**config.mk**
```make
export PLATFORM = sky130hd
export DESIGN_NAME = binary_to_decimal_ascii_top
export DESIGN_NICKNAME = d
export VERILOG_FILES = /design/src/rtl/b2d_pkg.sv /design/src/rtl/b2d_dabble.sv /design/src/rtl/b2d_emit.sv /design/src/rtl/binary_to_decimal_ascii_top.sv
export SDC_FILE = /design/constraint.sdc
export NUM_CORES = 1
export LEC_CHECK = 0
export ABC_AREA = 0
export BUFFER_PORTS_ARGS = -buffer_cell sky130_fd_sc_hd__buf_2
export CAP_MARGIN = 30
export CORE_AREA = 5 5 142 144
export DETAILED_ROUTE_END_ITERATION = 16
export DIE_AREA = 0 0 147 149
export GPL_TIMING_DRIVEN = 0
export PLACE_DENSITY = 0.81
export SYNTH_ARGS = -nofsm -noshare
export SYNTH_HDL_FRONTEND = slang
export SYNTH_SLANG_ARGS = --single-unit
```
**constraint.sdc**
```tcl
create_clock -name clk -period 8.5 [get_ports clk]
set_input_delay 1.275 -clock clk [delete_from_list [all_inputs] [get_ports clk]]
set_output_delay 1.275 -clock clk [all_outputs]
set_load 0.02 [all_outputs]
```
**src/rtl/b2d_pkg.sv**
```systemverilog
package b2d_pkg;

	// Field widths
	localparam int VALUE_W    = 63;
	localparam int MAX_DIGITS = 19;
	localparam int DIGIT_W    = 4;
	localparam int BCD_W      = MAX_DIGITS * DIGIT_W;
	localparam int CNT_W      = 5;
	localparam int CHAR_W     = 6;
	localparam int BITCNT_W   = $clog2(VALUE_W);

	// ASCII '0' prefix: digit + 48 is {2'b11, digit} for digits 0..9
	localparam logic [CHAR_W-DIGIT_W-1:0] ASCII_HI = 2'b11;

	typedef logic [BCD_W-1:0] bcd_t;

	typedef enum logic [1:0] {
		C_IDLE,
		C_RUN,
		C_DONE
	} conv_state_t;

	typedef enum logic [1:0] {
		E_IDLE,
		E_SKIP,
		E_SEND
	} emit_state_t;

	// Add 3 to every BCD digit of 5 or more before the next shift
	function automatic bcd_t bcd_adjust(input bcd_t b);
		bcd_t r;
		r = b;
		for (int d = 0; d < MAX_DIGITS; d++) begin
			if (b[d*DIGIT_W +: DIGIT_W] >= DIGIT_W'(5))
				r[d*DIGIT_W +: DIGIT_W] = b[d*DIGIT_W +: DIGIT_W] + DIGIT_W'(3);
		end
		return r;
	endfunction

endpackage

```
**src/rtl/b2d_dabble.sv**
```systemverilog
module b2d_dabble (
	input  logic                     clk,
	input  logic                     arst_n,
	input  logic                     in_valid,
	output logic                     in_ready,
	input  logic [b2d_pkg::VALUE_W-1:0] in_value,
	output logic                     hand_valid,
	input  logic                     hand_ready,
	output b2d_pkg::bcd_t            hand_bcd
);
	import b2d_pkg::*;

	conv_state_t           state_q, state_d;
	logic [VALUE_W-1:0]    val_q;
	bcd_t                  bcd_q;
	bcd_t                  bcd_adj;
	logic [BITCNT_W-1:0]   bit_q;
	logic                  last_bit;

	assign last_bit   = (bit_q == BITCNT_W'(VALUE_W - 1));
	assign in_ready   = (state_q == C_IDLE);
	assign hand_valid = (state_q == C_DONE);
	assign hand_bcd   = bcd_q;
	assign bcd_adj    = bcd_adjust(bcd_q);

	// Next state
	always_comb begin
		state_d = state_q;
		unique case (state_q)
			C_IDLE: if (in_valid) state_d = C_RUN;
			C_RUN:  if (last_bit) state_d = C_DONE;
			C_DONE: if (hand_ready) state_d = C_IDLE;
			default: state_d = C_IDLE;
		endcase
	end

	always_ff @(posedge clk or negedge arst_n) begin
		if (!arst_n) begin
			state_q <= C_IDLE;
			bit_q   <= '0;
		end else begin
			state_q <= state_d;
			if (state_q == C_IDLE)
				bit_q <= '0;
			else if (state_q == C_RUN)
				bit_q <= bit_q + BITCNT_W'(1);
		end
	end

	// Shift one value bit per cycle into the adjusted BCD register
	always_ff @(posedge clk) begin
		if (state_q == C_IDLE && in_valid) begin
			val_q <= in_value;
			bcd_q <= '0;
		end else if (state_q == C_RUN) begin
			bcd_q <= {bcd_adj[BCD_W-2:0], val_q[VALUE_W-1]};
			val_q <= {val_q[VALUE_W-2:0], 1'b0};
		end
	end

endmodule

```
**src/rtl/b2d_emit.sv**
```systemverilog
module b2d_emit (
	input  logic                     clk,
	input  logic                     arst_n,
	input  logic                     hand_valid,
	output logic                     hand_ready,
	input  b2d_pkg::bcd_t            hand_bcd,
	output logic                     out_valid,
	input  logic                     out_ready,
	output logic [b2d_pkg::CHAR_W-1:0] out_char,
	output logic [b2d_pkg::CNT_W-1:0]  out_count,
	output logic                     out_last
);
	import b2d_pkg::*;

	emit_state_t         state_q, state_d;
	bcd_t                bcd_q;
	logic [CNT_W-1:0]    zeros_q;
	logic [CNT_W-1:0]    count_q;
	logic [CNT_W-1:0]    left_q;
	logic [DIGIT_W-1:0]  top_digit;
	logic                skip;
	logic                fire;

	assign top_digit  = bcd_q[BCD_W-1 -: DIGIT_W];
	assign skip       = (top_digit == '0) && (zeros_q != CNT_W'(MAX_DIGITS - 1));
	assign fire       = out_valid && out_ready;
	assign hand_ready = (state_q == E_IDLE);
	assign out_valid  = (state_q == E_SEND);
	assign out_char   = {ASCII_HI, top_digit};
	assign out_count  = count_q;
	assign out_last   = (left_q == CNT_W'(1));

	// Next state
	always_comb begin
		state_d = state_q;
		unique case (state_q)
			E_IDLE: if (hand_valid) state_d = E_SKIP;
			E_SKIP: if (!skip) state_d = E_SEND;
			E_SEND: if (fire && out_last) state_d = E_IDLE;
			default: state_d = E_IDLE;
		endcase
	end

	always_ff @(posedge clk or negedge arst_n) begin
		if (!arst_n) begin
			state_q <= E_IDLE;
			zeros_q <= '0;
			count_q <= '0;
			left_q  <= '0;
		end else begin
			state_q <= state_d;
			unique case (state_q)
				E_IDLE: zeros_q <= '0;
				E_SKIP: begin
					if (skip) begin
						zeros_q <= zeros_q + CNT_W'(1);
					end else begin
						count_q <= CNT_W'(MAX_DIGITS) - zeros_q;
						left_q  <= CNT_W'(MAX_DIGITS) - zeros_q;
					end
				end
				E_SEND: if (fire) left_q <= left_q - CNT_W'(1);
				default: ;
			endcase
		end
	end

	// Drop leading zeros, then shift out one digit per word
	always_ff @(posedge clk) begin
		if (state_q == E_IDLE && hand_valid)
			bcd_q <= hand_bcd;
		else if ((state_q == E_SKIP && skip) || (state_q == E_SEND && fire))
			bcd_q <= {bcd_q[BCD_W-DIGIT_W-1:0], {DIGIT_W{1'b0}}};
	end

endmodule

```
**src/rtl/binary_to_decimal_ascii_top.sv**
```systemverilog
// Converts one unsigned 63-bit integer per input word into its decimal ASCII
// digits, most significant first, one digit per output word, with no leading
// zeros (zero gives a single '0'); each word also carries the digit count and
// tlast marks the final digit. A double-dabble converter shifts in one value
// bit per cycle, holds the result until the emitter takes it and then returns
// to idle to take the next word. The digit emitter first drops the leading
// zeros one by one and finds the first digit, then sends one digit per cycle
// while the sink is ready. The converter works on the next value while the
// emitter sends the previous one; a stalled sink holds the emitter, then the
// converter, and then the input.
module binary_to_decimal_ascii_top (
	input  logic        clk,
	input  logic        arst_n,
	input  logic        s_tvalid,
	output logic        s_tready,
	input  logic [63:0] s_tdata,   // [62:0] value, [63] zero
	output logic        m_tvalid,
	input  logic        m_tready,
	output logic [15:0] m_tdata,   // [5:0] digit_char, [10:6] digit_count, [15:11] zero
	output logic        m_tlast    // is_last
);
	import b2d_pkg::*;

	logic                 hand_valid;
	logic                 hand_ready;
	bcd_t                 hand_bcd;
	logic [CHAR_W-1:0]    digit_char;
	logic [CNT_W-1:0]     digit_count;

	b2d_dabble u_dabble (
		.clk        (clk),
		.arst_n     (arst_n),
		.in_valid   (s_tvalid),
		.in_ready   (s_tready),
		.in_value   (s_tdata[VALUE_W-1:0]),
		.hand_valid (hand_valid),
		.hand_ready (hand_ready),
		.hand_bcd   (hand_bcd)
	);

	b2d_emit u_emit (
		.clk        (clk),
		.arst_n     (arst_n),
		.hand_valid (hand_valid),
		.hand_ready (hand_ready),
		.hand_bcd   (hand_bcd),
		.out_valid  (m_tvalid),
		.out_ready  (m_tready),
		.out_char   (digit_char),
		.out_count  (digit_count),
		.out_last   (m_tlast)
	);

	// Pack the output word
	assign m_tdata = {5'b0, digit_count, digit_char};

`ifndef SYNTHESIS
	a_accept_busy: assert property (@(posedge clk) disable iff (!arst_n)
		(s_tvalid && s_tready) |=> !s_tready)
		else $error("converter accepted a word while busy");

	a_digit_range: assert property (@(posedge clk) disable iff (!arst_n)
		m_tvalid |-> (m_tdata[3:0] <= 4'd9))
		else $error("emitted digit is not decimal");

	a_count_range: assert property (@(posedge clk) disable iff (!arst_n)
		m_tvalid |-> (digit_count != '0) && (digit_count <= CNT_W'(MAX_DIGITS)))
		else $error("digit count out of range");

	a_last_ends: assert property (@(posedge clk) disable iff (!arst_n)
		(m_tvalid && m_tready && m_tlast) |=> !m_tvalid)
		else $error("output continued after last digit");
`endif

endmodule
```
==> results by group, run 1 <==
Run status
  – Status: finished clean

Worst setup path
  – CP Max Fanout: 3
  – Worst path max stage delay: 480 ps
  – Top delay family on crit path: simple AND/OR/NAND/NOR gates
  – Flop2flop setup slack: 5580 ps
  – CP Buf/Inv Count: 2
  – Reg-to-Reg End: u_emit.bcd_q[4]$_DFFE_PP_
  – Worst R2R Start: u_emit.state_q[0]$_DFFE_PN0P_
  – Crit. End Element: primary output
  – CP cell instances: inv_1 -> ha_1 -> nor4b_1 -> buf_2
  – Worst reg-to-reg path cell count: 8
  – Req. time, crit path: 7220 ps
  – CP arrival: 1910 ps
  – Critical-path top delay cell: nor4b_1
  – WS Path Type: flop to primary output
  – Worst setup SP type: flop

Clocking
  – Post-cts repair resize count: 0
  – CTS tree: done
  – # clock sinks: 240
  – CTS H-tree depth: 1
  – Hold Buf Count CTS: 0
  – Buffer depth of the longest clock path: 3
  – Cts bufs inserted: 26
  – Postcts setup bufs: 0
  – Worst skew pair latency: 530 ps
  – Clock Pin Slew Worst Setup and Hold Paths: 60 ps
  – CTS root buffer: clkbuf_16

Die
  – Initial Util: 0.609
  – Die Area: 0.0219 sq mm
  – Die H: 149 microns
  – Core Rows: 50
  – Core area: 0.0186 sq mm
  – Die width: 147 microns
  – IO Count: 87

Pwr
  – Pleak: 5.62 nW
  – Peak supply drop: 0.208 mV
  – Power Density: 193 mW/mm^2
  – Tot Pwr: 2.47 mW

Cells and area
  – Layout cells sized above 1: 0.132
  – Antenna diodes: 0
  – Final nets: 1,406
  – Area growth, synth to finish: 13.5%

Detailed routing
  – Vias/cell: 5.52
  – Met3 wire length: 1400 microns
  – Max Used Layer: met4
  – WL final: 24,500 microns
  – Drt initial violations: 481
  – Routed wl met2: 11,800 microns
  – Metal-1 WL: 10,600 microns
  – DRT Pass-1 Iters: 6
  – Post-route DRC: 0
  – WL/cell: 15.9 microns
  – Post-route ant nets: 0
  – Vias: 8,512

Synthesis
  – Ys async rst share: 0.104
  – Post-synth top area share: 0.369
  – Top FF cell, synth: edfxtp_1
  – Post-Synth XOR/XNOR Area: 0.0309
  – YS warnings: 0
  – Post-Synthesis Cells: 1,176
  – Adder-cell share of the synthesized area: 0.0541
  – Complex-gate fraction of the synthesized area: 0.0983
  – Post-Synth Simple-Gate Area: 0.185
  – Yosys cell types: 50
  – Syn avg cell area: 9.63 sq um
  – Synth top area cells: edfxtp_1 (37%), dfxtp_1 (13%), nand2_1 (12%), dfrtp_1 (5.5%), ha_1 (5.4%)
  – #FFs+latches synth: 240
  – Yosys top cell by area: edfxtp_1
  – Multiplexer share of the synthesized area: 0.0276
  – Sequential fraction of the synthesis area: 0.558
  – Synthesized cell area: 0.0113 sq mm
  – Main combinational cell family by area after synthesis: simple AND/OR/NAND/NOR gates
  – Post-synth EDFFs: 139

Global route
  – Initial antenna violation count: 0
  – Largest net degree at the start of global routing: 66
  – GRT overflow: 0
  – First-pass GRT wire length: 40,200 microns
  – Overall routing resource usage: 0.224
  – Vias in the first global route: 8,254

Timing
  – Final Hold Viols: 0
  – Clock Skew: 13.1 ps
  – Unrepaired setup endpoints after global routing: no
  – Tightest Pin Transition: 706 ps
  – Slew margin rel.: 0.529
  – FMAX: 0.314 GHz
  – Final TNS setup: 0 ps
  – Fin crit share: 0.375
  – # setup viols final: 0
  – Final max-slew violation count: 0
  – Minimum clock period: 3190 ps

Placed design
  – Port bufs: 78
  – Gpl congestion: 0.855
  – Post-DP HPWL: 16,600 microns

Flow run
  – Max-cap viol count: 0

Hold path
  – Worst Hold Launch: u_emit.out_count[0]$_DFFE_PN0P_
  – WHS Path Cells: 2
  – Worst Hold Class: flop to flop
  – End of the worst hold path: u_emit.out_count[0]$_DFFE_PN0P_
-- registers in the layout (all words and copies together) (netlist names) --
register           cells
u_dabble.hand_bcd     76
u_emit.bcd_q          76
u_dabble.val_q        63
u_dabble.bit_q         6
u_emit.left_q          5
u_emit.out_count       5
u_emit.zeros_q         5
u_dabble.state_q       2
u_emit.state_q         2
-- layer usage --
| layer | up-vias | global-route usage |
|---|---|---|
| met2 | 250 | 0.372 |
| met3 | 50 | 0.0352 |
| met1 | 4007 | 0.303 |
| met4 | 0 | 0.0755 |
| met5 | - | 0 |
| li1 | 4205 | - |
-- metrics by stage --
| step | util | instance area, sq um | worst slack [ps] | instances | hold slack (ps) |
|---|---|---|---|---|---|
| 2_1_floorplan | - | 11300 | 4400 | 1181 | 418 |
| 3_3_place_gp | 0.647 | 12000 | 2880 | 1493 | 457 |
| 3_5_place_dp | 0.651 | 12100 | 5030 | 1495 | 470 |
| 4_1_cts | 0.692 | 12900 | 5300 | 1543 | 483 |
| 5_1_grt | 0.692 | 12900 | 5220 | 1543 | 504 |
| 6_report | 0.692 | 12900 | 5310 | 1543 | 480 |
-- kinds of logic (layout without fill, tap and decap cells) --
family,count (synthesis),count (layout)
adders and majority gates,49,49
buffers and inverters,119,247
muxes,28,28
other,2,7
xor gates and xnor gates,40,40
AOI/OAI and AO/OA,195,195
and+or+nand+nor,503,503
DFF,240,240
-- layout by cell type (no fill, tap or decap), drive strengths merged, types with 8 or more instances in the layout --
cell,Yosys,routed
dfrtp,25,25
xnor2,20,20
a21oi,44,44
clkbuf,47,86
nor2,27,27
edfxtp,139,139
nand2,367,367
inv,48,48
xor2,20,20
o21ai,122,122
ha,49,49
clkinv,0,8
nand3,66,66
o32ai,18,18
dfxtp,76,76
nand2b,23,23
mux2,23,23
buf,24,104
-- report_power, final --
group	switching [mW]	internal, mW
registers	0.0200	1.28
clock network	0.441	0.584
logic	0.0889	0.0628
total	0.550	1.92
-- cell type report --
| cell class | count | area, sq um |
|---|---|---|
| Clock buffer | 39 | 721 |
| Inverter | 48 | 180 |
| Sequential cell | 240 | 6320 |
| Multi-Input combinational cell | 822 | 4530 |
| Timing Repair Buffer | 80 | 438 |
| Fill cell | 1398 | 5730 |
| Clock inverter | 9 | 45.0 |
| Buffer | 71 | 329 |
| Tap cell | 234 | 293 |
-- worst min-delay path, delay by kind of cell, from the launching register on --
| kind | cells | cell delay, ps |
|---|---|---|
| AOI/OAI and AO/OA | 1 | 60 |
| DFF | 1 | 340 |
| and+or+nand+nor | 1 | 50 |
-- cells in the mapped netlist (all sizes together) (2+ instances only) --
library cell and number:
conb 2, inv 48, dfrtp 25, o21ai 122, or3 3, nor3 3
nand2 367, xor2 20, mux2 23, and2 3, ha 49, a22o 2
and3 2, nor2 27, clkbuf 47, xnor2 20, a21oi 44, nand3 66
mux2i 5, edfxtp 139, o2bb2ai 2, o32ai 18, nand2b 23, dfxtp 76
buf 24
-- worst max-delay path by stage --
| stage | slack, ps | endpoint | startpoint | cells after the start |
|---|---|---|---|---|
| finish | 5310 | m_tlast | u_emit.left_q[1]$_DFFE_PN0P_ | 4 |
| global route | 5220 | m_tlast | u_emit.left_q[1]$_DFFE_PN0P_ | 4 |
| CTS | 5300 | m_tlast | u_emit.left_q[1]$_DFFE_PN0P_ | 4 |
| detailed placement | 5030 | u_dabble.val_q[36]$_DFFE_PP_ | s_tvalid | 6 |
| global placement | 2880 | u_emit.bcd_q[13]$_DFFE_PP_ | u_emit.state_q[0]$_DFFE_PN0P_ | 7 |
| floorplan | 4400 | u_emit.bcd_q[0]$_SDFFCE_PN0P_ | u_emit.state_q[0]$_DFFE_PN0P_ | 7 |
Power figures use the tool's default switching activity.
==> inputs of run 2 (changes only) <==
ABC_AREA = 1   (was 0)
CORE_AREA = 5 5 151 153   (was 5 5 142 144)
DIE_AREA = 0 0 156 158   (was 0 0 147 149)
PLACE_DENSITY = 0.76   (was 0.81)
clock period = 2.64 ns   (was 8.5 ns; I/O delays follow)
==> run 2 against run 1 <==
Register-to-register slack lost 5400 ps. Setup slack lost 5100 ps. Via count grew 7.1%. Clock skew is essentially flat. First-iteration DRC count grew 20%. Global-route usage shrank 2.0 points.
==> results by group, run 2 <==
Run status
  – Status: finished clean

Die
  – Initial Util: 0.539
  – Die H: 158 microns
  – Core area: 0.0214 sq mm
  – IO Count: 87
  – Die Area: 0.0246 sq mm
  – Die width: 156 microns
  – Core Rows: 54

Cells and area
  – Most frequent cells in the layout: nand2_1 (572), edfxtp_1 (139), inv_1 (100)
  – Antenna diodes: 0
  – Fillcell total: 1,778
  – Final instance area: 0.0133 sq mm
  – Layout cells sized above 1: 0.127
  – Area growth, synth to finish: 14.8%
  – Most common cell after layout, fill and taps aside: nand2_1
  – Final nets: 1,581
  – Non-Filler Instances: 1,764

Clocking
  – CTS tree: done
  – # clock sinks: 240
  – CTS root buffer: clkbuf_16
  – CTS H-tree depth: 1
  – Buffer depth of the longest clock path: 3
  – Post-cts repair resize count: 0
  – Cts bufs inserted: 26
  – Clock Pin Slew Worst Setup and Hold Paths: 60 ps
  – Worst skew pair latency: 520 ps

Global route
  – Largest net degree at the start of global routing: 73
  – GR met3 Demand/Resource: 0.0323
  – Met2 usage: 0.347
  – Initial antenna violation count: 0
  – GRT overflow: 0
  – GR peak layer: met2
  – Overall routing resource usage: 0.203
  – Vias in the first global route: 8,696
  – Met1 Track Usage GR: 0.273
  – First-pass GRT wire length: 41,400 microns

Placed design
  – DP Cell Count: 1,713
  – Post-DP HPWL: 17,100 microns
  – Gpl congestion: 0.842
  – Cell Area, Placed: 0.0124 sq mm
  – Dpl ws: -307 ps
  – Port bufs: 78

Pwr
  – Tot Pwr: 7.51 mW
  – Clock power share: 0.469
  – Int Pwr: 6.06 mW
  – Pleak: 6.26 nW
  – Peak supply drop: 0.550 mV
  – Sw frac: 0.194
  – Seq pwr share: 0.522
  – Gate power share: 0.010
  – Sw Pwr: 1.46 mW
  – Power Density: 567 mW/mm^2

Detailed routing
  – Vias: 9,117
  – DRT Pass-1 Iters: 7
  – WL/cell: 14.4 microns
  – Post-route ant nets: 0
  – WL final: 25,400 microns
  – Drt initial violations: 576
  – Vias/cell: 5.17
  – Post-route DRC: 0

Timing
  – # setup viols final: 0
  – Post-route setup slack: 169 ps
  – Slew margin rel.: 0.407
  – Hold WS: 136 ps
  – FMAX: 0.405 GHz
  – Unrepaired setup endpoints after global routing: no
  – Minimum clock period: 2470 ps
  – Final Hold Viols: 0
  – Final max-slew violation count: 0
  – Fin crit share: 0.936
  – Clock Skew: 13.3 ps
  – Tightest Pin Transition: 889 ps

Worst setup path
  – CP arrival: 2680 ps
  – Top delay family on crit path: buffers and inverters
  – Worst R2R Start: u_emit.state_q[1]$_DFFE_PN0P_
  – CP startpoint: u_emit.state_q[1]$_DFFE_PN0P_
  – WS Path Type: flop to flop
  – Crit. End Element: flop
  – CP cell instances: inv_1 -> ha_1 -> inv_1 -> nor2_8 -> inv_4 -> buf_6 -> buf_6 -> o211ai_1 -> buf_4 -> buf_4 -> buf_6
  – CP dominant cell by count: buf_6
  – Worst path max stage delay: 430 ps
  – Req. time, crit path: 2850 ps
  – CP Max Fanout: 17
  – CP Buf/Inv Count: 8
  – Worst setup SP type: flop
  – Critical-path top delay cell: dfrtp_1

Synthesis
  – YS warnings: 0
  – Yosys top cell by area: edfxtp_1
  – Sequential fraction of the synthesis area: 0.547
  – Yosys cell types: 34
  – Syn avg cell area: 8.62 sq um
  – Post-synth EDFFs: 139
  – Top-count cell post-synth: nand2_1
  – Top cell types by occurrence after synthesis: nand2_1 (572), edfxtp_1 (139), inv_1 (102), o21ai_0 (90), dfxtp_1 (76)
  – Top FF cell, synth: edfxtp_1
  – Ys async rst share: 0.104
  – Post-Synthesis Cells: 1,341
  – Synth top area cells: edfxtp_1 (36%), nand2_1 (19%), dfxtp_1 (13%), dfrtp_1 (5.4%), ha_1 (5.3%)
  – Synthesized cell area: 0.0116 sq mm
  – Post-synth top area share: 0.361
  – #FFs+latches synth: 240

Flow run
  – Max-cap viol count: 0

Hold path
  – Worst Hold Launch: s_tdata[53]
  – Worst Hold Class: primary input to flop
[run 2: path summary, 6_finish.rpt]
check,end,slack (ps),cells past startpoint
max in group asynchronous,u_dabble.bit_q[3]$_DFFE_PN0P_,1860,2
min in group asynchronous,u_emit.out_count[4]$_DFFE_PN0P_,400,2
setup reg to reg,u_emit.bcd_q[24]$_DFFE_PP_,170,11
setup / recovery,u_emit.bcd_q[24]$_DFFE_PP_,170,11
hold reg to reg,u_emit.out_count[3]$_DFFE_PN0P_,470,2
hold / removal,u_dabble.val_q[53]$_DFFE_PP_,140,3
[run 2: logic make-up (layout without fill, tap and decap cells)]
logic type / Yosys count / after routing / synth area share
AND/OR/NAND/NOR: 673 / 673 / 0.230
XOR/XNOR: 22 / 22 / 0.0167
buffers and inverters: 163 / 301 / 0.0650
other: 2 / 7 / 0.000650
adder cells (fa/ha/maj): 49 / 49 / 0.0531
AO/OA/AOI/OAI: 192 / 192 / 0.0872
flip-flops: 240 / 240 / 0.547
[run 2: per-layer routing]
layer / wire length [microns] / up-vias
met5: 0 / -
met4: 554 / 0
met3: 1500 / 40
met2: 12200 / 250
met1: 11100 / 4239
li1: - / 4588
[run 2: repair_timing]
item / 4_1_cts / 5_1_grt
pin swaps: 1 / 0
hold buffers: 1 / 0
buffers inserted: 4 / 0
hold endpoints to repair: 25 / 0
setup endpoints to repair: 41 / 18
[run 2: power groups by stage]
stage / clock network (mW) / registers (mW) / logic [mW]
CTS: 3.57 / 3.92 / 0.0742
detailed placement: 0 / 4.00 / 0.0729
floorplan: 0 / 4.00 / 0.0173
finish: 3.52 / 3.92 / 0.0732
global placement: 0 / 4.00 / 0.0720
global route: 3.73 / 3.92 / 0.0818
[run 2: cell type report]
cell class | count | area (sq um) | share of cell area
tap | 280 | 350 | 0.0264
timing repair buffer | 90 | 487 | 0.0367
sequential | 240 | 6320 | 0.477
multi-input combinational | 943 | 4510 | 0.340
buffer | 57 | 363 | 0.0274
clock buffer | 45 | 783 | 0.0591
inverter | 106 | 403 | 0.0304
clock inverter | 3 | 38.8 | 0.00293
[run 2: stage by stage]
step           utilization  TNS, ps
3_3_place_gp         0.576  -299670
3_5_place_dp         0.580    -7570
4_1_cts              0.620        0
6_report             0.619        0
5_1_grt              0.619        0
2_1_floorplan            -  -178140
[run 2: worst min-delay path, cell delays in order]
cell     delay, ps
buf_2           70
nand2_1         40
nand2_1         50
